`config.mk`:
```
export PLATFORM = sky130hd
export DESIGN_NAME = pulse_dialer_sequencer_top_flat
export DESIGN_NICKNAME = d
export VERILOG_FILES = /design/src/hdl/pds_pkg.sv /design/src/hdl/pds_if.sv /design/src/hdl/pds_ram.sv /design/src/hdl/pds_core.sv /design/src/hdl/pulse_dialer_sequencer_top.sv /design/src/flat_wrapper.sv
export SDC_FILE = /design/constraint.sdc
export NUM_CORES = 1
export LEC_CHECK = 0
export BUFFER_PORTS_ARGS = -buffer_cell sky130_fd_sc_hd__buf_2
export CAP_MARGIN = 15
export CORE_MARGIN = 10
export CORE_UTILIZATION = 48
export CTS_BUF_LIST = sky130_fd_sc_hd__clkbuf_4
export CTS_CLUSTER_DIAMETER = 150
export DETAILED_ROUTE_END_ITERATION = 6
export HOLD_SLACK_MARGIN = 0.02
export PLACE_DENSITY = 0.7
export SYNTH_ARGS = -nofsm -noshare
export SYNTH_HDL_FRONTEND = slang
export SYNTH_SLANG_ARGS = --single-unit
```
`constraint.sdc`:
```
create_clock -name clk -period 8.4 [get_ports clk]
set_input_delay 1.68 -clock clk [delete_from_list [all_inputs] [get_ports clk]]
set_output_delay 1.68 -clock clk [all_outputs]
set_load 0.01 [all_outputs]
```
`src/hdl/pds_pkg.sv`:
```
`timescale 1ns / 1ps
// ----------------------------------------------------------------------------
// pds_pkg
// Shared types and constants of the pulse dialer sequencer.
// ----------------------------------------------------------------------------
package pds_pkg;

	// Item opcodes
	localparam logic OP_LOAD = 1'b0;
	localparam logic OP_TICK = 1'b1;

	// Configuration register indexes
	localparam int unsigned CFG_IDX_W = 2;
	localparam logic [CFG_IDX_W-1:0] REG_TALK_SHORT = 2'd0;
	localparam logic [CFG_IDX_W-1:0] REG_TALK_LONG  = 2'd1;
	localparam logic [CFG_IDX_W-1:0] REG_LONG_LISTEN = 2'd2;

	// Digit codes: 1..15 pulse counts, pause mark, 0 when finished
	localparam int unsigned CODE_W = 5;
	localparam logic [CODE_W-1:0] CODE_DONE  = 5'd0;
	localparam logic [CODE_W-1:0] CODE_ZERO  = 5'd10;
	localparam logic [CODE_W-1:0] PAUSE_MARK = 5'd16;

	// Character classes
	localparam logic [7:0] CHAR_SPACE = 8'h20;
	localparam logic [7:0] CHAR_DASH  = 8'h2D;

	// Tick and second timings
	localparam logic [7:0] T_PAUSE = 8'd250;
	localparam logic [7:0] T_BREAK = 8'd15;
	localparam logic [7:0] T_MAKE  = 8'd7;
	localparam logic [7:0] T_GAP   = 8'd125;
	localparam logic [7:0] S_START = 8'd2;
	localparam logic [7:0] S_WAIT  = 8'd5;
	localparam logic [7:0] S_GUARD = 8'd2;

	typedef enum logic [1:0] {
		PH_IDLE = 2'd0,
		PH_DIAL = 2'd1,
		PH_WAIT = 2'd2,
		PH_TALK = 2'd3
	} phase_t;

	typedef struct packed {
		logic       op;
		logic [7:0] char_in;
		logic       last_char;
	} item_t;

	typedef struct packed {
		logic       line_pulse;
		logic       relay_out;
		logic       connected;
		phase_t     phase;
	} result_t;

	typedef struct packed {
		logic [7:0] talk_time_short;
		logic [7:0] talk_time_long;
		logic       long_listen;
	} cfg_regs_t;

endpackage

```
`src/hdl/pds_if.sv`:
```
`timescale 1ns / 1ps
// ----------------------------------------------------------------------------
// pds_if
// Valid/ready channels of the pulse dialer: items, results, register writes.
// ----------------------------------------------------------------------------
interface pds_item_if;
	logic       valid;
	logic       ready;
	logic       op;
	logic [7:0] char_in;
	logic       last_char;

	modport source (output valid, op, char_in, last_char, input ready);
	modport sink   (input valid, op, char_in, last_char, output ready);
endinterface

interface pds_result_if;
	logic       valid;
	logic       ready;
	logic       line_pulse;
	logic       relay_out;
	logic       connected;
	logic [1:0] phase;

	modport source (output valid, line_pulse, relay_out, connected, phase, input ready);
	modport sink   (input valid, line_pulse, relay_out, connected, phase, output ready);
endinterface

interface pds_cfg_if;
	logic       valid;
	logic       ready;
	logic [1:0] index;
	logic [7:0] data;

	modport source (output valid, index, data, input ready);
	modport sink   (input valid, index, data, output ready);
endinterface

```
`src/hdl/pds_ram.sv`:
```
`timescale 1ns / 1ps
// ----------------------------------------------------------------------------
// pds_ram
// Generic single-write, single-read RAM with registered read data.
// ----------------------------------------------------------------------------
module pds_ram #(
	parameter int unsigned WIDTH = 8,
	parameter int unsigned DEPTH = 16,
	localparam int unsigned AW = (DEPTH > 1) ? $clog2(DEPTH) : 1
) (
	input  logic             clk,
	input  logic             we,
	input  logic [AW-1:0]    waddr,
	input  logic [WIDTH-1:0] wdata,
	input  logic [AW-1:0]    raddr,
	output logic [WIDTH-1:0] rdata
);

	logic [WIDTH-1:0] mem [DEPTH];

	always_ff @(posedge clk) begin
		if (we) begin
			mem[waddr] <= wdata;
		end
		rdata <= mem[raddr];
	end

endmodule

```
`src/hdl/pds_core.sv`:
```
`timescale 1ns / 1ps
// ----------------------------------------------------------------------------
// pds_core
// Sequencer state and next-state logic; drives the digit store with bypass.
// ----------------------------------------------------------------------------
module pds_core
	import pds_pkg::*;
#(
	parameter int unsigned MAX_DIGITS       = 16,
	parameter int unsigned TICKS_PER_SECOND = 100,
	localparam int unsigned AW  = (MAX_DIGITS > 1) ? $clog2(MAX_DIGITS) : 1,
	localparam int unsigned CW  = $clog2(MAX_DIGITS + 1),
	localparam int unsigned TKW = (TICKS_PER_SECOND > 1) ? $clog2(TICKS_PER_SECOND) : 1
) (
	input  logic              clk,
	input  logic              arst_n,
	input  logic              fire,
	input  item_t             item_s1,
	input  cfg_regs_t         regs,
	output logic              ram_we,
	output logic [AW-1:0]     ram_waddr,
	output logic [CODE_W-1:0] ram_wdata,
	output logic [AW-1:0]     ram_raddr,
	input  logic [CODE_W-1:0] ram_rdata,
	output result_t           res_d
);

	localparam logic [CW-1:0]  MAX_C   = CW'(MAX_DIGITS);
	localparam logic [TKW:0]   TPS_C   = (TKW + 1)'(TICKS_PER_SECOND);

	function automatic logic [AW-1:0] clamp_idx(input logic [CW-1:0] pos);
		logic [CW-1:0] c;
		c = (pos >= MAX_C) ? CW'(MAX_DIGITS - 1) : pos;
		return c[AW-1:0];
	endfunction

	logic [CW-1:0]      digit_total_q, load_pos_q, dial_pos_q;
	logic               load_ended_q, make_half_q, line_q, relay_q, conn_q;
	phase_t             phase_q;
	logic [7:0]         pulse_timer_q, second_timer_q;
	logic [TKW-1:0]     tick_q;
	logic               byp_hit_q;
	logic [CODE_W-1:0]  byp_data_q;

	logic [CW-1:0]      digit_total_n, load_pos_n, dial_pos_n, dial_pos_d;
	logic               load_ended_n, make_half_n, line_n, relay_n, conn_n;
	phase_t             phase_n;
	logic [7:0]         pulse_timer_n, second_timer_n;
	logic [TKW-1:0]     tick_n;
	logic [TKW:0]       tick_inc;
	logic [CODE_W-1:0]  cur, code;
	logic               we_c;
	logic [AW-1:0]      waddr_c;
	logic [CODE_W-1:0]  wdata_c;

	// Current entry: take the bypass when the last write hit the read address
	assign cur = byp_hit_q ? byp_data_q : ram_rdata;

	always_comb begin
		digit_total_n  = digit_total_q;
		load_pos_n     = load_pos_q;
		load_ended_n   = load_ended_q;
		dial_pos_n     = dial_pos_q;
		phase_n        = phase_q;
		pulse_timer_n  = pulse_timer_q;
		second_timer_n = second_timer_q;
		tick_n         = tick_q;
		make_half_n    = make_half_q;
		line_n         = line_q;
		relay_n        = relay_q;
		conn_n         = conn_q;
		we_c           = 1'b0;
		waddr_c        = clamp_idx(dial_pos_q);
		wdata_c        = CODE_DONE;
		code           = CODE_DONE;
		tick_inc       = '0;

		if (item_s1.op == OP_LOAD) begin
			if (phase_q == PH_IDLE) begin
				if (!load_ended_q && (load_pos_q < MAX_C)) begin
					if (item_s1.char_in <= CHAR_SPACE) begin
						load_ended_n = 1'b1;
					end else begin
						if (item_s1.char_in == CHAR_DASH) begin
							code = PAUSE_MARK;
						end else begin
							code = {1'b0, item_s1.char_in[3:0]};
							if (code == CODE_DONE) begin
								code = CODE_ZERO;
							end
						end
						we_c       = 1'b1;
						waddr_c    = load_pos_q[AW-1:0];
						wdata_c    = code;
						load_pos_n = load_pos_q + CW'(1);
						if (load_pos_n >= MAX_C) begin
							load_ended_n = 1'b1;
						end
					end
				end
				if (item_s1.last_char) begin
					if (load_pos_n != '0) begin
						digit_total_n  = load_pos_n;
						dial_pos_n     = '0;
						phase_n        = PH_DIAL;
						tick_n         = '0;
						second_timer_n = S_START;
						make_half_n    = 1'b1;
						line_n         = 1'b1;
						conn_n         = 1'b1;
						pulse_timer_n  = T_PAUSE;
					end
					load_pos_n   = '0;
					load_ended_n = 1'b0;
				end
			end
		end else begin
			// Timers first
			if (pulse_timer_q != '0) begin
				pulse_timer_n = pulse_timer_q - 8'd1;
			end
			tick_inc = {1'b0, tick_q} + (TKW + 1)'(1);
			if (tick_inc >= TPS_C) begin
				tick_n = '0;
				if (second_timer_q != '0) begin
					second_timer_n = second_timer_q - 8'd1;
				end
			end else begin
				tick_n = tick_inc[TKW-1:0];
			end

			// Pulse train for the current digit
			if ((phase_q == PH_DIAL) && (pulse_timer_n == '0)) begin
				if (cur == PAUSE_MARK) begin
					pulse_timer_n = T_PAUSE;
					we_c          = 1'b1;
					wdata_c       = CODE_DONE;
				end else if (cur != CODE_DONE) begin
					line_n      = ~line_q;
					make_half_n = ~make_half_q;
					if (make_half_n) begin
						we_c          = 1'b1;
						wdata_c       = cur - CODE_W'(1);
						pulse_timer_n = T_MAKE;
					end else begin
						pulse_timer_n = T_BREAK;
					end
				end else begin
					dial_pos_n    = dial_pos_q + CW'(1);
					pulse_timer_n = T_GAP;
					if (dial_pos_n >= digit_total_q) begin
						phase_n        = PH_WAIT;
						tick_n         = '0;
						second_timer_n = S_WAIT;
					end
				end
			end

			if ((phase_n == PH_WAIT) && (second_timer_n == '0)) begin
				relay_n        = 1'b0;
				tick_n         = '0;
				second_timer_n = regs.long_listen ? regs.talk_time_long : regs.talk_time_short;
				phase_n        = PH_TALK;
			end

			if ((phase_n == PH_TALK) && (second_timer_n == '0)) begin
				conn_n         = 1'b0;
				phase_n        = PH_IDLE;
				line_n         = 1'b0;
				relay_n        = 1'b1;
				tick_n         = '0;
				second_timer_n = S_GUARD;
			end
		end
	end

	// Read ahead at the position the next item will see
	assign dial_pos_d = fire ? dial_pos_n : dial_pos_q;
	assign ram_raddr  = clamp_idx(dial_pos_d);
	assign ram_we     = fire & we_c;
	assign ram_waddr  = waddr_c;
	assign ram_wdata  = wdata_c;

	assign res_d.line_pulse = line_n;
	assign res_d.relay_out  = relay_n;
	assign res_d.connected  = conn_n;
	assign res_d.phase      = phase_n;

	always_ff @(posedge clk or negedge arst_n) begin
		if (!arst_n) begin
			digit_total_q  <= '0;
			load_pos_q     <= '0;
			load_ended_q   <= 1'b0;
			dial_pos_q     <= '0;
			phase_q        <= PH_IDLE;
			pulse_timer_q  <= '0;
			second_timer_q <= '0;
			tick_q         <= '0;
			make_half_q    <= 1'b0;
			line_q         <= 1'b0;
			relay_q        <= 1'b1;
			conn_q         <= 1'b0;
			byp_hit_q      <= 1'b0;
		end else begin
			if (fire) begin
				digit_total_q  <= digit_total_n;
				load_pos_q     <= load_pos_n;
				load_ended_q   <= load_ended_n;
				dial_pos_q     <= dial_pos_n;
				phase_q        <= phase_n;
				pulse_timer_q  <= pulse_timer_n;
				second_timer_q <= second_timer_n;
				tick_q         <= tick_n;
				make_half_q    <= make_half_n;
				line_q         <= line_n;
				relay_q        <= relay_n;
				conn_q         <= conn_n;
			end
			byp_hit_q <= ram_we && (ram_waddr == ram_raddr);
		end
	end

	always_ff @(posedge clk) begin
		byp_data_q <= ram_wdata;
	end

endmodule

```
`src/hdl/pulse_dialer_sequencer_top.sv`:
```
`timescale 1ns / 1ps
// ----------------------------------------------------------------------------
// pulse_dialer_sequencer_top
// Pulse dialer: loads a number, then dials it as break/make pulses on ticks.
// ----------------------------------------------------------------------------
// Each input beat is either a number character (op 0) or one timer tick
// (op 1), and each one yields exactly one result beat with the line, relay,
// connected and phase outputs as they stand after that beat. The block
// takes one beat per clock while results are taken: a beat is held in the
// execute stage, where the scalar state is updated and the digit store
// entry read ahead is modified, and its result is loaded into the output
// register when the stage advances, after which it is valid until taken.
// The digit store is a MAX_DIGITS x 5 RAM with registered read data; its
// read address is steered by the execute stage's next dial position and
// a one-entry bypass covers a write and a read to the same entry on the
// same edge, so ticks may arrive back to back. The input channel keeps
// accepting while a result waits, as long as the execute stage is free
// or draining. Register writes are taken at any time and should only be
// issued while the block is idle.
// ----------------------------------------------------------------------------
module pulse_dialer_sequencer_top
	import pds_pkg::*;
#(
	parameter int unsigned MAX_DIGITS       = 16,
	parameter int unsigned TICKS_PER_SECOND = 100
) (
	input  logic           clk,
	input  logic           arst_n,
	pds_item_if.sink       item,
	pds_result_if.source   result,
	pds_cfg_if.sink        cfg
);

	localparam int unsigned AW = (MAX_DIGITS > 1) ? $clog2(MAX_DIGITS) : 1;

	// Execute stage and output register
	logic       s1_valid_q;
	item_t      item_s1;
	logic       out_valid_q;
	result_t    res_q;
	result_t    res_d;
	logic       s1_fire;
	logic       in_acc;

	// Configuration registers
	cfg_regs_t  regs_q;

	// Digit store port
	logic              ram_we;
	logic [AW-1:0]     ram_waddr;
	logic [CODE_W-1:0] ram_wdata;
	logic [AW-1:0]     ram_raddr;
	logic [CODE_W-1:0] ram_rdata;

	// Advance the execute stage when the output register is free or drains
	assign s1_fire    = s1_valid_q && (!out_valid_q || result.ready);
	assign item.ready = !s1_valid_q || s1_fire;
	assign in_acc     = item.valid && item.ready;

	always_ff @(posedge clk or negedge arst_n) begin
		if (!arst_n) begin
			s1_valid_q  <= 1'b0;
			out_valid_q <= 1'b0;
		end else begin
			s1_valid_q  <= in_acc || (s1_valid_q && !s1_fire);
			out_valid_q <= s1_fire || (out_valid_q && !result.ready);
		end
	end

	// Hold the payloads until the next beat moves in
	always_ff @(posedge clk) begin
		if (in_acc) begin
			item_s1.op        <= item.op;
			item_s1.char_in   <= item.char_in;
			item_s1.last_char <= item.last_char;
		end
		if (s1_fire) begin
			res_q <= res_d;
		end
	end

	assign result.valid      = out_valid_q;
	assign result.line_pulse = res_q.line_pulse;
	assign result.relay_out  = res_q.relay_out;
	assign result.connected  = res_q.connected;
	assign result.phase      = res_q.phase;

	// Register writes; indexes beyond the list are dropped
	assign cfg.ready = 1'b1;

	always_ff @(posedge clk or negedge arst_n) begin
		if (!arst_n) begin
			regs_q.talk_time_short <= 8'd55;
			regs_q.talk_time_long  <= 8'd55;
			regs_q.long_listen     <= 1'b0;
		end else if (cfg.valid) begin
			unique case (cfg.index)
				REG_TALK_SHORT:  regs_q.talk_time_short <= cfg.data;
				REG_TALK_LONG:   regs_q.talk_time_long  <= cfg.data;
				REG_LONG_LISTEN: regs_q.long_listen     <= cfg.data[0];
				default: ;
			endcase
		end
	end

	pds_ram #(
		.WIDTH (CODE_W),
		.DEPTH (MAX_DIGITS)
	) u_digit_store (
		.clk   (clk),
		.we    (ram_we),
		.waddr (ram_waddr),
		.wdata (ram_wdata),
		.raddr (ram_raddr),
		.rdata (ram_rdata)
	);

	pds_core #(
		.MAX_DIGITS       (MAX_DIGITS),
		.TICKS_PER_SECOND (TICKS_PER_SECOND)
	) u_core (
		.clk       (clk),
		.arst_n    (arst_n),
		.fire      (s1_fire),
		.item_s1   (item_s1),
		.regs      (regs_q),
		.ram_we    (ram_we),
		.ram_waddr (ram_waddr),
		.ram_wdata (ram_wdata),
		.ram_raddr (ram_raddr),
		.ram_rdata (ram_rdata),
		.res_d     (res_d)
	);

endmodule
```
`src/flat_wrapper.sv`:
```
// flat-port wrapper written by rule: the top's interface ports become plain ports
module pulse_dialer_sequencer_top_flat import pds_pkg::*;
#(
	parameter int unsigned MAX_DIGITS       = 16,
	parameter int unsigned TICKS_PER_SECOND = 100
)
  (clk, arst_n, item_valid, item_op, item_char_in, item_last_char, item_ready, result_valid, result_line_pulse, result_relay_out, result_connected, result_phase, result_ready, cfg_valid, cfg_index, cfg_data, cfg_ready);
  pds_item_if item_i ();
  pds_result_if result_i ();
  pds_cfg_if cfg_i ();
  input  logic clk;
  input  logic arst_n;
  input wire logic [$bits(item_i.valid)-1:0] item_valid;
  input wire logic [$bits(item_i.op)-1:0] item_op;
  input wire logic [$bits(item_i.char_in)-1:0] item_char_in;
  input wire logic [$bits(item_i.last_char)-1:0] item_last_char;
  output wire logic [$bits(item_i.ready)-1:0] item_ready;
  output wire logic [$bits(result_i.valid)-1:0] result_valid;
  output wire logic [$bits(result_i.line_pulse)-1:0] result_line_pulse;
  output wire logic [$bits(result_i.relay_out)-1:0] result_relay_out;
  output wire logic [$bits(result_i.connected)-1:0] result_connected;
  output wire logic [$bits(result_i.phase)-1:0] result_phase;
  input wire logic [$bits(result_i.ready)-1:0] result_ready;
  input wire logic [$bits(cfg_i.valid)-1:0] cfg_valid;
  input wire logic [$bits(cfg_i.index)-1:0] cfg_index;
  input wire logic [$bits(cfg_i.data)-1:0] cfg_data;
  output wire logic [$bits(cfg_i.ready)-1:0] cfg_ready;
  assign item_i.valid = item_valid;
  assign item_i.op = item_op;
  assign item_i.char_in = item_char_in;
  assign item_i.last_char = item_last_char;
  assign item_ready = item_i.ready;
  assign result_valid = result_i.valid;
  assign result_line_pulse = result_i.line_pulse;
  assign result_relay_out = result_i.relay_out;
  assign result_connected = result_i.connected;
  assign result_phase = result_i.phase;
  assign result_i.ready = result_ready;
  assign cfg_i.valid = cfg_valid;
  assign cfg_i.index = cfg_index;
  assign cfg_i.data = cfg_data;
  assign cfg_ready = cfg_i.ready;
  pulse_dialer_sequencer_top #(.MAX_DIGITS(MAX_DIGITS), .TICKS_PER_SECOND(TICKS_PER_SECOND)) u_core (.clk(clk), .arst_n(arst_n), .item(item_i), .result(result_i), .cfg(cfg_i));
endmodule
```
==> summary.md, run 1 <==
| Metric | Value |
|---|---|
| Outcome | completed |
| Critical setup path kind | flip-flop to flip-flop |
| Post-synth top flop | edfxtp_1 |
| Inst Count DP | 1003 |
| Placer Congestion | 0.940 |
| Post-synth EDFFs | 95 |
| Synth cell types | 79 |
| Avg WL per Cell | 19.4 um |
| Final Skew | 0.0230 ns |
| Peak supply drop | 0.123 mV |
| PortBufs | 31 |
| Total gr overflow | 0 |
| Count leader, synth | edfxtp_1 |
| Post-synth ARST share | 0.382 |
| #FFs+latches synth | 170 |
| Least-Margin Pin Slew | 0.894 ns |
| Area contributors post-synth | edfxtp_1 (33%), dfrtp_1 (16%), mux2i_1 (5.7%), dfstp_2 (3.4%), nor2_1 (3.0%) |
| Final hold viol count | 0 |
| Skew-Pair Late Insertion Delay | between 0.5 and 0.6 ns |
| Total GRT Usage | 0.168 |
| Clock share of power | 0.246 |
| DRT Pass-1 Iters | 5 |
| Total chip power | roughly 2.1 mW |
| First DRT Iteration DRCs | ~640 |
| Pwr Density | between 200 and 250 nW/um^2 |
| CTS Root Cell | clkbuf_4 |
| Commonest cells post-synth | edfxtp_1 (95), nor2_1 (68), nand2_1 (65), dfrtp_1 (54), mux2i_1 (49) |
| Post_cts resized | 0 |
| TNS Setup | 0 ns |
| Die Ht | about 150 um |
| Core ar. | 17400 sq um |
| WL final | roughly 20000 um |
| Hold Slack | 0.509 ns |
| Slew headroom | 0.399 |
| P&R area growth vs syn | 7.76% |
| Drc violations | 0 |
| Fin area | approximately 9200 sq um |
| Fin nets | ~840 |
| Pleak | 3.61 nW |
| Internal power | around 1.4 mW |
| Synth top area share | 0.334 |
| Switch Pwr | ~750 uW |
| Cell Area, Synth | approximately 8500 sq um |
| RSZ-0062 raised after global routing | false |
| YS warnings | 0 |
| Clock Pin Slew Worst Setup and Hold Paths | roughly 0.16 ns |
| Tmin final | 4.50 ns |
| Final number of max-transition violations | 0 |
| MaxCap Viol Count | 0 |
| First-pass GRT wire length | approximately 33000 um |
| Fill count | roughly 1500 |
| Worst slack at placement | around 3.8 ns |
| Largest net degree at the start of global routing | 66 |
| Sw frac | 0.354 |
| Htree depth | 4 |
| Part of the power in registers | 0.502 |
| Initial antenna violation count | 1 |
| Critical path arrival | just under 5 ns |
| Final std cells w/o fill | just over 1000 |
| Num ports | 33 |
| Combinational power share | 0.252 |
| Die width | 153 um |
| CTS Sinks | 170 |
| FMAX | 0.222 GHz |
| Vias in the first global route | between 6000 and 7000 |
| Ratio of cells with drive above 1 in the final layout | 0.155 |
| CTS tree | yes |
| # rows | between 40 and 50 |
| DIE AREA | 23500 sq um |
| Final WS setup | between 3 and 4 ns |
| Synth Instances | 771 |
| CP Launch Type | flip-flop |
| Final Setup Violations | 0 |
| Synthesized Nets | a little over 800 |
| Critical Path RT | ~9 ns |
| Via/cell ratio | 6.15 |
| Clock Tree Buf Depth | 2 |
| CP Max Fanout | 20 |
| Detailed Place HPWL | 14100 um |
| Hold crit path type | flip-flop to flip-flop |
| Placed cell area | between 8000 and 9000 sq um |
| Initial Utilization | 0.492 |
| Cell taking the most area after synthesis | edfxtp_1 |
| Crit end category | flip-flop |
| Post-CTS Setup Inserts | 0 |
| Post-route antenna net violation count | 0 |
| Avg Cell Area, Syn | approximately 11 sq um |
| Num CTS Buffers | 17 |
| # hold bufs at CTS | 0 |
| Period utilisation layout | 0.536 |
| Sequential fraction of the synthesis area | 0.549 |
| Core Util, Final | 0.531 |
| Routed vias | 6378 |
==> worst paths after layout <==
check / from / endpoint / slack, ns / cells past startpoint
setup / recovery: u_core.u_core.pulse_timer_q[0] / u_core.u_digit_store.rdata[4] / 3.90 / 11
hold / removal: u_core.u_core.digit_total_q[1] / u_core.u_core.digit_total_q[1] / 0.51 / 2
setup reg to reg: u_core.u_core.pulse_timer_q[0] / u_core.u_digit_store.rdata[4] / 3.90 / 11
hold reg to reg: u_core.u_core.digit_total_q[1] / u_core.u_core.digit_total_q[1] / 0.51 / 2
max in group asynchronous: arst_n / u_core.u_core.dial_pos_q[4] / 6.57 / 2
min in group asynchronous: arst_n / u_core.u_core.tick_q[1] / 1.26 / 2
==> cells by family (layout without fill, tap and decap cells) <==
family	count (synthesis)	in the layout	share of synthesized area
mux	69	69	0.0837
xor+xnor	11	11	0.0113
flops	170	170	0.549
buf+inv	53	93	0.0294
simple gates	271	271	0.160
other cells	1	2	0.000439
compound gates	183	183	0.147
fa+ha+maj	13	13	0.0190
==> power by group through the flow <==
stage	logic, mW	clock network [mW]	registers, mW
after global placement	0.513	0	1.08
after global routing	0.594	0.571	1.08
after detailed placement	0.526	0	1.08
final	0.533	0.521	1.06
after floorplan	0.427	0	1.04
after CTS	0.530	0.536	1.06
==> layer usage <==
| layer | up-vias | part of all wire | track usage |
|---|---|---|---|
| met4 | 0 | 0.026 | 0.0630 |
| met2 | 251 | 0.48 | 0.278 |
| met1 | 3108 | 0.43 | 0.209 |
| li1 | 2972 | - | - |
| met3 | 47 | 0.064 | 0.0401 |
| met5 | - | 0 | 0 |
==> critical path, cell delays in order, from the launching register on <==
cell	delay (ns)
dfrtp_1	0.49
inv_1	0.09
ha_1	0.26
or3b_1	0.43
nor3_1	0.60
nor3_1	0.19
nor3_2	0.45
mux2i_1	0.18
a21oi_2	0.62
nand2b_1	0.37
a2111oi_1	0.59
o22ai_1	0.14
==> final cells by class <==
type                    instances  area, sq um  area share
inverters                      21         78.8     0.00856
diodes                          1         2.50    0.000272
clock buffers                  17          128      0.0139
multi-input cells             548         3600       0.391
clock inverters                15          204      0.0221
repair buffers                 40          220      0.0239
well taps                     225          282      0.0306
flip-flops and latches        170         4690       0.510
==> cells in the final DEF, fill, tap and decap left out, types with 17 or more instances in the layout <==
| master | count |
|---|---|
| edfxtp_1 | 95 |
| nor2_1 | 68 |
| nand2_1 | 65 |
| dfrtp_1 | 54 |
| mux2i_1 | 49 |
| o21ai_0 | 47 |
| a21oi_1 | 33 |
| buf_2 | 32 |
| nor3_1 | 31 |
| mux2_2 | 20 |
| inv_1 | 18 |
| and3_1 | 18 |
| clkbuf_4 | 17 |
==> sequential cells by signal, summed over array words and instances, names as in the netlist, 2 cells and up <==
register                      flops
u_core.item_s1                   10
u_core.u_core.byp_data_q          5
u_core.u_core.load_pos_q          5
u_core.u_core.digit_total_q       5
u_core.regs_q                    17
u_core.u_core.phase_q             2
u_core.u_digit_store.mem         80
u_core.result.phase               2
u_core.u_core.tick_q              7
u_core.u_core.second_timer_q      8
u_core.u_core.dial_pos_q          5
u_core.u_core.pulse_timer_q       8
u_core.u_digit_store.rdata        5
Note: power is estimated with default switching activity, not from simulation.
==> run 2, diff against run 1 <==
==> constraint.sdc (replaced) <==
create_clock -name clk -period 4.6 [get_ports clk]
set_input_delay 0.92 -clock clk [delete_from_list [all_inputs] [get_ports clk]]
set_output_delay 0.92 -clock clk [all_outputs]
set_load 0.01 [all_outputs]
==> run 2 against run 1 <==
Compared with the run above:
- clock-buffer cell count is the same
- combinational power is 87% higher
- sequential power increased by 83%
- flip-flop and latch count unchanged
- non-clock buffer count up 2
- final area barely moved
- sequential share of layout area about the same
- maximum frequency increased by 9.3%
- wire length shrank 1.4%
- first-iteration DRC count fell by 19%
- via count down 2.5%
- final cell count up 0.19%
- critical endpoint is now u_core.u_digit_store.rdata[2]
==> summary.md, run 2 (same netlist as run 1, synthesis figures left out) <==
| Metric | Value |
|---|---|
| Hold crit path type | input port to async pin |
| TNS Setup | 0 ns (unchanged) |
| RSZ-0062 raised after global routing | false |
| Htree depth | 4 (unchanged) |
| Critical setup path kind | flip-flop to flip-flop |
| DRT Pass-1 Iters | 6 (+1) |
| Clock Pin Slew Worst Setup and Hold Paths | 0.18 ns (+0.02 ns) |
| # hold bufs at CTS | 0 (unchanged) |
| Peak supply drop | 0.208 mV (+70%) |
| DIE AREA | 23500 sq um (unchanged) |
| Core Util, Final | 0.531 (about the same) |
| Post-CTS Setup Inserts | 0 (unchanged) |
| Fin nets | 838 (+0.24%) |
| CP Max Fanout | 20 (unchanged) |
| Pleak | 3.62 nW (+0.31%) |
| Slowest cell delay on critical path | 0.63 ns (about the same) |
| Outcome | completed |
| Total GRT Usage | 0.165 (-0.00315) |
| Num CTS Buffers | 17 (unchanged) |
| Initial Utilization | 0.492 (unchanged) |
| Die width | 153 um (unchanged) |
| WL final | 19900 um (-1.4%) |
| Critical path arrival | 4.56 ns (-0.41 ns) |
| Final Skew | 0.0253 ns (+0.00231 ns) |
| Fill count | 1510 (-0.13%) |
| CTS tree | yes |
| Drc violations | 0 (unchanged) |
| Tmin final | 4.12 ns (-0.384 ns) |
| Routed vias | 6218 (-2.5%) |
| Die Ht | 153 um (unchanged) |
| Cells along the critical path | inv_1 -> ha_1 -> or3b_1 -> nor4_1 -> nor3_1 -> nor3_2 -> mux2i_1 -> a21oi_2 -> inv_2 -> nor2_1 -> a311o_1 -> o22ai_1 |
| Ratio of cells with drive above 1 in the final layout | 0.159 (+0.00331) |
| Commonest non-fill, non-tap cells in the layout | edfxtp_1 (95), nor2_1 (68), nand2_1 (65) |
| Vias in the first global route | 6203 (-0.67%) |
| # rows | 48 (unchanged) |
| Delay-heaviest family, CP | simple AND/OR/NAND/NOR gates |
| Post_cts resized | 0 (unchanged) |
| Critical Path RT | 5.04 ns (-3.82 ns) |
| P&R area growth vs syn | 7.86% (about the same) |
| CTS Sinks | 170 (unchanged) |
| Initial antenna violation count | 1 (unchanged) |
| Final number of max-transition violations | 0 (unchanged) |
| Period utilisation layout | 0.895 (+0.359) |
| Commonest non-fill, non-tap cell in the layout | edfxtp_1 |
| Num ports | 33 (unchanged) |
| Via/cell ratio | 5.98 (-2.7%) |
| Largest net degree at the start of global routing | 36 (-45%) |
| FMAX | 0.243 GHz (+9.3%) |
| Least-Margin Pin Slew | 0.907 ns (+0.0131 ns) |
| CP Launch Type | flip-flop |
| Placer Congestion | 0.934 (-0.61%) |
| Crit end category | flip-flop |
| Skew-Pair Late Insertion Delay | 0.57 ns (about the same) |
| CTS Root Cell | clkbuf_4 |
| Buf/Inv on CP | 2 (+1) |
| Total gr overflow | 0 (unchanged) |
| First DRT Iteration DRCs | 521 (-19%) |
| PortBufs | 31 (unchanged) |
| Final Setup Violations | 0 (unchanged) |
| MaxCap Viol Count | 0 (unchanged) |
| Biggest regs | u_core.u_digit_store.mem: 80 flops, u_core.regs_q: 17 flops, u_core.item_s1: 10 flops |
| Final hold viol count | 0 (unchanged) |
| Clock Tree Buf Depth | 2 (unchanged) |
| Core ar. | 17400 sq um (unchanged) |
| Largest register FFs | 80 (unchanged) |
| Slew headroom | 0.390 (-0.00885) |
| Detailed Place HPWL | 14300 um (+1.3%) |
| Slowest cell on crit path | a21oi_2 |
| Largest Register | u_core.u_digit_store.mem |
| Pwr Density | 415 nW/um^2 (+81%) |
| Avg WL per Cell | 19.1 um (-1.6%) |
| Post-route antenna net violation count | 0 (unchanged) |
| First-pass GRT wire length | 32000 um (-2.4%) |
==> run 2: changes by cell type in the layout (fill, tap and decap cells not counted), sizes merged <==
cell	change
bufinv	-1
clkinv	+2
buf	+2
clkinvlp	-1
==> run 2: cell type report <==
| type | instances | area (sq um) | share of cell area |
|---|---|---|---|
| Tap cell | 225 | 282 | 0.0305 |
| Multi-Input combinational cell | 548 | 3610 | 0.391 |
| Timing Repair Buffer | 42 | 248 | 0.0269 |
| Clock inverter | 15 | 179 | 0.0194 |
| Inverter | 21 | 78.8 | 0.00855 |
| Sequential cell | 170 | 4690 | 0.509 |
| Clock buffer | 17 | 128 | 0.0138 |
| Antenna cell | 1 | 2.50 | 0.000271 |
==> run 2: final timing paths <==
kind | slack, ns | to | cells after the start | startpoint
min reg2reg | 0.51 | u_core.u_core.digit_total_q[2] | 2 | u_core.u_core.digit_total_q[2]
max reg2reg | 0.48 | u_core.u_digit_store.rdata[2] | 12 | u_core.u_core.pulse_timer_q[0]
max in group asynchronous | 3.28 | u_core.u_core.relay_q | 2 | arst_n
min in group clk | 0.51 | u_core.u_core.digit_total_q[2] | 2 | u_core.u_core.digit_total_q[2]
min | 0.35 | u_core.u_core.tick_q[0] | 1 | arst_n
max | 0.48 | u_core.u_digit_store.rdata[2] | 12 | u_core.u_core.pulse_timer_q[0]
==> run 2: stage by stage <==
| stage | instance area (sq um) | instances | total power, mW | hold slack [ns] | setup WS [ns] |
|---|---|---|---|---|---|
| after global routing | 9220 | 1039 | 4.04 | 0.366 | 0.0675 |
| after CTS | 9210 | 1037 | 3.84 | 0.341 | 0.552 |
| after detailed placement | 8900 | 1005 | 2.96 | 0.481 | 0.588 |
| after global placement | 8900 | 1005 | 2.93 | 0.465 | 0.762 |
| final | 9220 | 1039 | 3.83 | 0.352 | 0.481 |
| after floorplan | 8550 | 771 | 2.68 | 0.450 | 1.36 |
==> run 2: metal layers <==
| layer | vias up | routed length (um) | track usage |
|---|---|---|---|
| li1 | 2981 | - | - |
| met1 | 3044 | 8710 | 0.201 |
| met2 | 171 | 9940 | 0.284 |
| met3 | 22 | 892 | 0.0345 |
| met4 | 0 | 318 | 0.0571 |
| met5 | - | 0 | 0 |
==> run 2: power by group <==
part	total [mW]	switching (mW)	internal (mW)
Sequential	1.94	0.160	1.78
Combinational	0.995	0.589	0.406
Clock	0.894	0.629	0.265
==> run 3, diff against run 2 <==
--- a/config.mk
+++ b/config.mk
@@ -8,12 +8,12 @@
 export BUFFER_PORTS_ARGS = -buffer_cell sky130_fd_sc_hd__buf_2
 export CAP_MARGIN = 15
 export CORE_MARGIN = 10
-export CORE_UTILIZATION = 48
+export CORE_UTILIZATION = 64
 export CTS_BUF_LIST = sky130_fd_sc_hd__clkbuf_4
 export CTS_CLUSTER_DIAMETER = 150
 export DETAILED_ROUTE_END_ITERATION = 6
 export HOLD_SLACK_MARGIN = 0.02
-export PLACE_DENSITY = 0.7
+export PLACE_DENSITY = 0.82
 export SYNTH_ARGS = -nofsm -noshare
 export SYNTH_HDL_FRONTEND = slang
 export SYNTH_SLANG_ARGS = --single-unit
==> run 3 against run 2 <==
Compared with the run above:
- flip-flop and latch count did not move
- power fell by 0.79%
- maximum frequency fell by 1.7%
- first-iteration DRC count rose by 42%
- largest power group unchanged
- clock skew fell by 0.0042 ns
- combinational power barely moved
- critical path type unchanged
- register-to-register slack got worse by 0.07 ns
- critical path depth fell by 1
- clock-buffer cell count did not move
- utilization rose by 16 points
- wire length fell by 2.4%
- final area fell by 0.91%
==> summary.md, run 3 (same netlist as run 1, synthesis figures left out) <==
| Metric | Value |
|---|---|
| Commonest non-fill, non-tap cell in the layout | edfxtp_1 |
| R2R Path Start | u_core.u_core.pulse_timer_q[0] |
| Die width | 136 um (-12%) |
| Largest Register | u_core.u_digit_store.mem |
| WL final | 19400 um (-2.4%) |
| Total gr overflow | 0 (unchanged) |
| Num CTS Buffers | 17 (unchanged) |
| Least-Margin Pin Slew | 1.02 ns (+0.108 ns) |
| MaxCap Viol Count | 0 (unchanged) |
| Pwr Density | 416 nW/um^2 (+0.12%) |
| Post_cts resized | 0 (unchanged) |
| Initial Utilization | 0.651 (+0.158) |
| Placer Congestion | 0.956 (+2.3%) |
| Final Skew | 0.0210 ns (-0.00422 ns) |
| Largest net degree at the start of global routing | 39 (+8.3%) |
| TNS Setup | 0 ns (unchanged) |
| Htree depth | 4 (unchanged) |
| Avg WL per Cell | 19.6 um (+2.3%) |
| Hold crit path type | input port to async pin |
| Critical path arrival | 4.65 ns (+0.09 ns) |
| Biggest regs | u_core.u_digit_store.mem: 80 flops, u_core.regs_q: 17 flops, u_core.item_s1: 10 flops |
| CP Launch Type | flip-flop |
| Grt met2 use | 0.363 (+0.0794) |
| Met1 GRT Util | 0.268 (+0.0672) |
| Total GRT Usage | 0.215 (+0.0502) |
| Pleak | 3.61 nW (-0.26%) |
| Diodes inserted | 0 (-1) |
| Critical setup path kind | flip-flop to flip-flop |
| Skew-Pair Late Insertion Delay | 0.58 ns (about the same) |
| Final Setup Violations | 0 (unchanged) |
| Ratio of cells with drive above 1 in the final layout | 0.157 (-0.00162) |
| CTS Sinks | 170 (unchanged) |
| Fin nets | 840 (+0.24%) |
| DIE AREA | 18400 sq um (-22%) |
| Reg2reg setup slack | 0.41 ns (-0.07 ns) |
| Worst R2R Path Depth | 11 (-1) |
| DRT Pass-1 Iters | 5 (-1) |
| Routed vias | 6351 (+2.1%) |
| Placed cell area | 8840 sq um (-0.73%) |
| CTS Root Cell | clkbuf_4 |
| Commonest non-fill, non-tap cells in the layout | edfxtp_1 (95), nor2_1 (68), nand2_1 (65) |
| Core ar. | 13100 sq um (-24%) |
| Vias in the first global route | 6025 (-2.9%) |
| Slowest cell delay on critical path | 0.89 ns (+0.26 ns) |
| Tmin final | 4.19 ns (+0.0720 ns) |
| PortBufs | 31 (unchanged) |
| R2R Path End | u_core.u_digit_store.rdata[3] |
| RSZ-0062 raised after global routing | false |
| Final number of max-transition violations | 0 (unchanged) |
| FMAX | 0.239 GHz (-1.7%) |
| P&R area growth vs syn | 6.88% |
| Critical Path Stages | 11 (-1) |
| Cells along the critical path | inv_1 -> ha_1 -> or3b_1 -> nor4_1 -> or3_1 -> nand3_1 -> a32o_1 -> nor3_1 -> and3_1 -> a311o_1 -> o22ai_2 |
| CP Launch Point | u_core.u_core.pulse_timer_q[0] |
| CP Max Fanout | 23 (+15%) |
| FF+latch area | 4690 sq um (unchanged) |
| Total chip power | 3.80 mW (-0.79%) |
| Initial antenna violation count | 0 (-1) |
| First DRT Iteration DRCs | 740 (+42%) |
| Critical Path End | u_core.u_digit_store.rdata[3] |
| Via/cell ratio | 6.41 (+7.1%) |
| Die Ht | 136 um (-12%) |
| Busiest grt layer | met2 |
| Delay-heaviest family, CP | simple AND/OR/NAND/NOR gates |
| CTS tree | yes |
| Outcome | completed |
| Final hold viol count | 0 (unchanged) |
| Largest register FFs | 80 (unchanged) |
| Clock Pin Slew Worst Setup and Hold Paths | 0.16 ns (-0.02 ns) |
| Post-route antenna net violation count | 0 (unchanged) |
| Drc violations | 0 (unchanged) |
| Slowest cell on crit path | nor3_1 |
| First-pass GRT wire length | 31400 um (-1.9%) |
| Post-CTS Setup Inserts | 0 (unchanged) |
| Detailed Place HPWL | 13700 um (-3.9%) |
| Area of the multi-input gates | 3600 sq um (-0.17%) |
| # rows | 42 (-13%) |
| Crit end category | flip-flop |
| Met3 Use GR | 0.0475 (+0.0130) |
| Period utilisation layout | 0.911 (+0.0156) |
| Peak supply drop | 0.275 mV (+32%) |
| Critical Path RT | 5.06 ns (+0.02 ns) |
| Slew headroom | 0.318 (-0.0719) |
| Fill count | 990 (-34%) |
| Buf/Inv on CP | 1 (-1) |
| # hold bufs at CTS | 0 (unchanged) |
| Num ports | 33 (unchanged) |
| Fin area | 9140 sq um (-0.91%) |
| Clock Tree Buf Depth | 2 (unchanged) |
run 3: cell count changes in the layout (fill, tap and decap cells not counted), sizes merged:
| cell | change |
|---|---|
| inv | -3 |
| buf | +2 |
| bufinv | +1 |
| diode | -1 |
| clkinvlp | +1 |
| clkinv | +1 |
run 3: worst min path at each step:
stage               slack [ns]  depth (start not counted)                              to
floorplan                 0.45                          2  u_core.u_core.digit_total_q[1]
global route              0.35                          1     u_core.u_core.dial_pos_q[0]
CTS                       0.35                          1  u_core.u_core.digit_total_q[2]
detailed placement        0.48                          2  u_core.u_core.digit_total_q[1]
global placement          0.46                          2  u_core.u_core.digit_total_q[1]
finish                    0.35                          1  u_core.u_core.digit_total_q[2]
run 3: layout make-up:
cell class | instances | share of cell area
clock buffer | 17 | 0.0140
clock inverter | 15 | 0.0178
inverter | 21 | 0.00863
multi-input combinational | 548 | 0.394
sequential | 170 | 0.514
tap | 176 | 0.0241
timing repair buffer | 44 | 0.0274
run 3: through the flow:
step / instances / setup WS (ns) / utilization / hold slack (ns)
after floorplan: 771 / 1.36 / - / 0.450
after global placement: 958 / 0.666 / 0.673 / 0.464
after detailed placement: 958 / 0.582 / 0.673 / 0.476
after CTS: 990 / 0.529 / 0.695 / 0.353
after global routing: 991 / 0.0924 / 0.695 / 0.349
final: 991 / 0.409 / 0.695 / 0.346
run 3: report_power, final:
group | internal (mW) | switching, mW | leakage [nW]
Clock | 0.292 | 0.569 | 0.155
Combinational | 0.405 | 0.603 | 1.73
Sequential | 1.78 | 0.149 | 1.73
Total | 2.48 | 1.32 | 3.61
run 3: routing by layer:
metal	wire length [um]	part of all wire
met2	9660	0.50
met4	388	0.020
met3	1300	0.067
met1	8030	0.41
met5	0	0
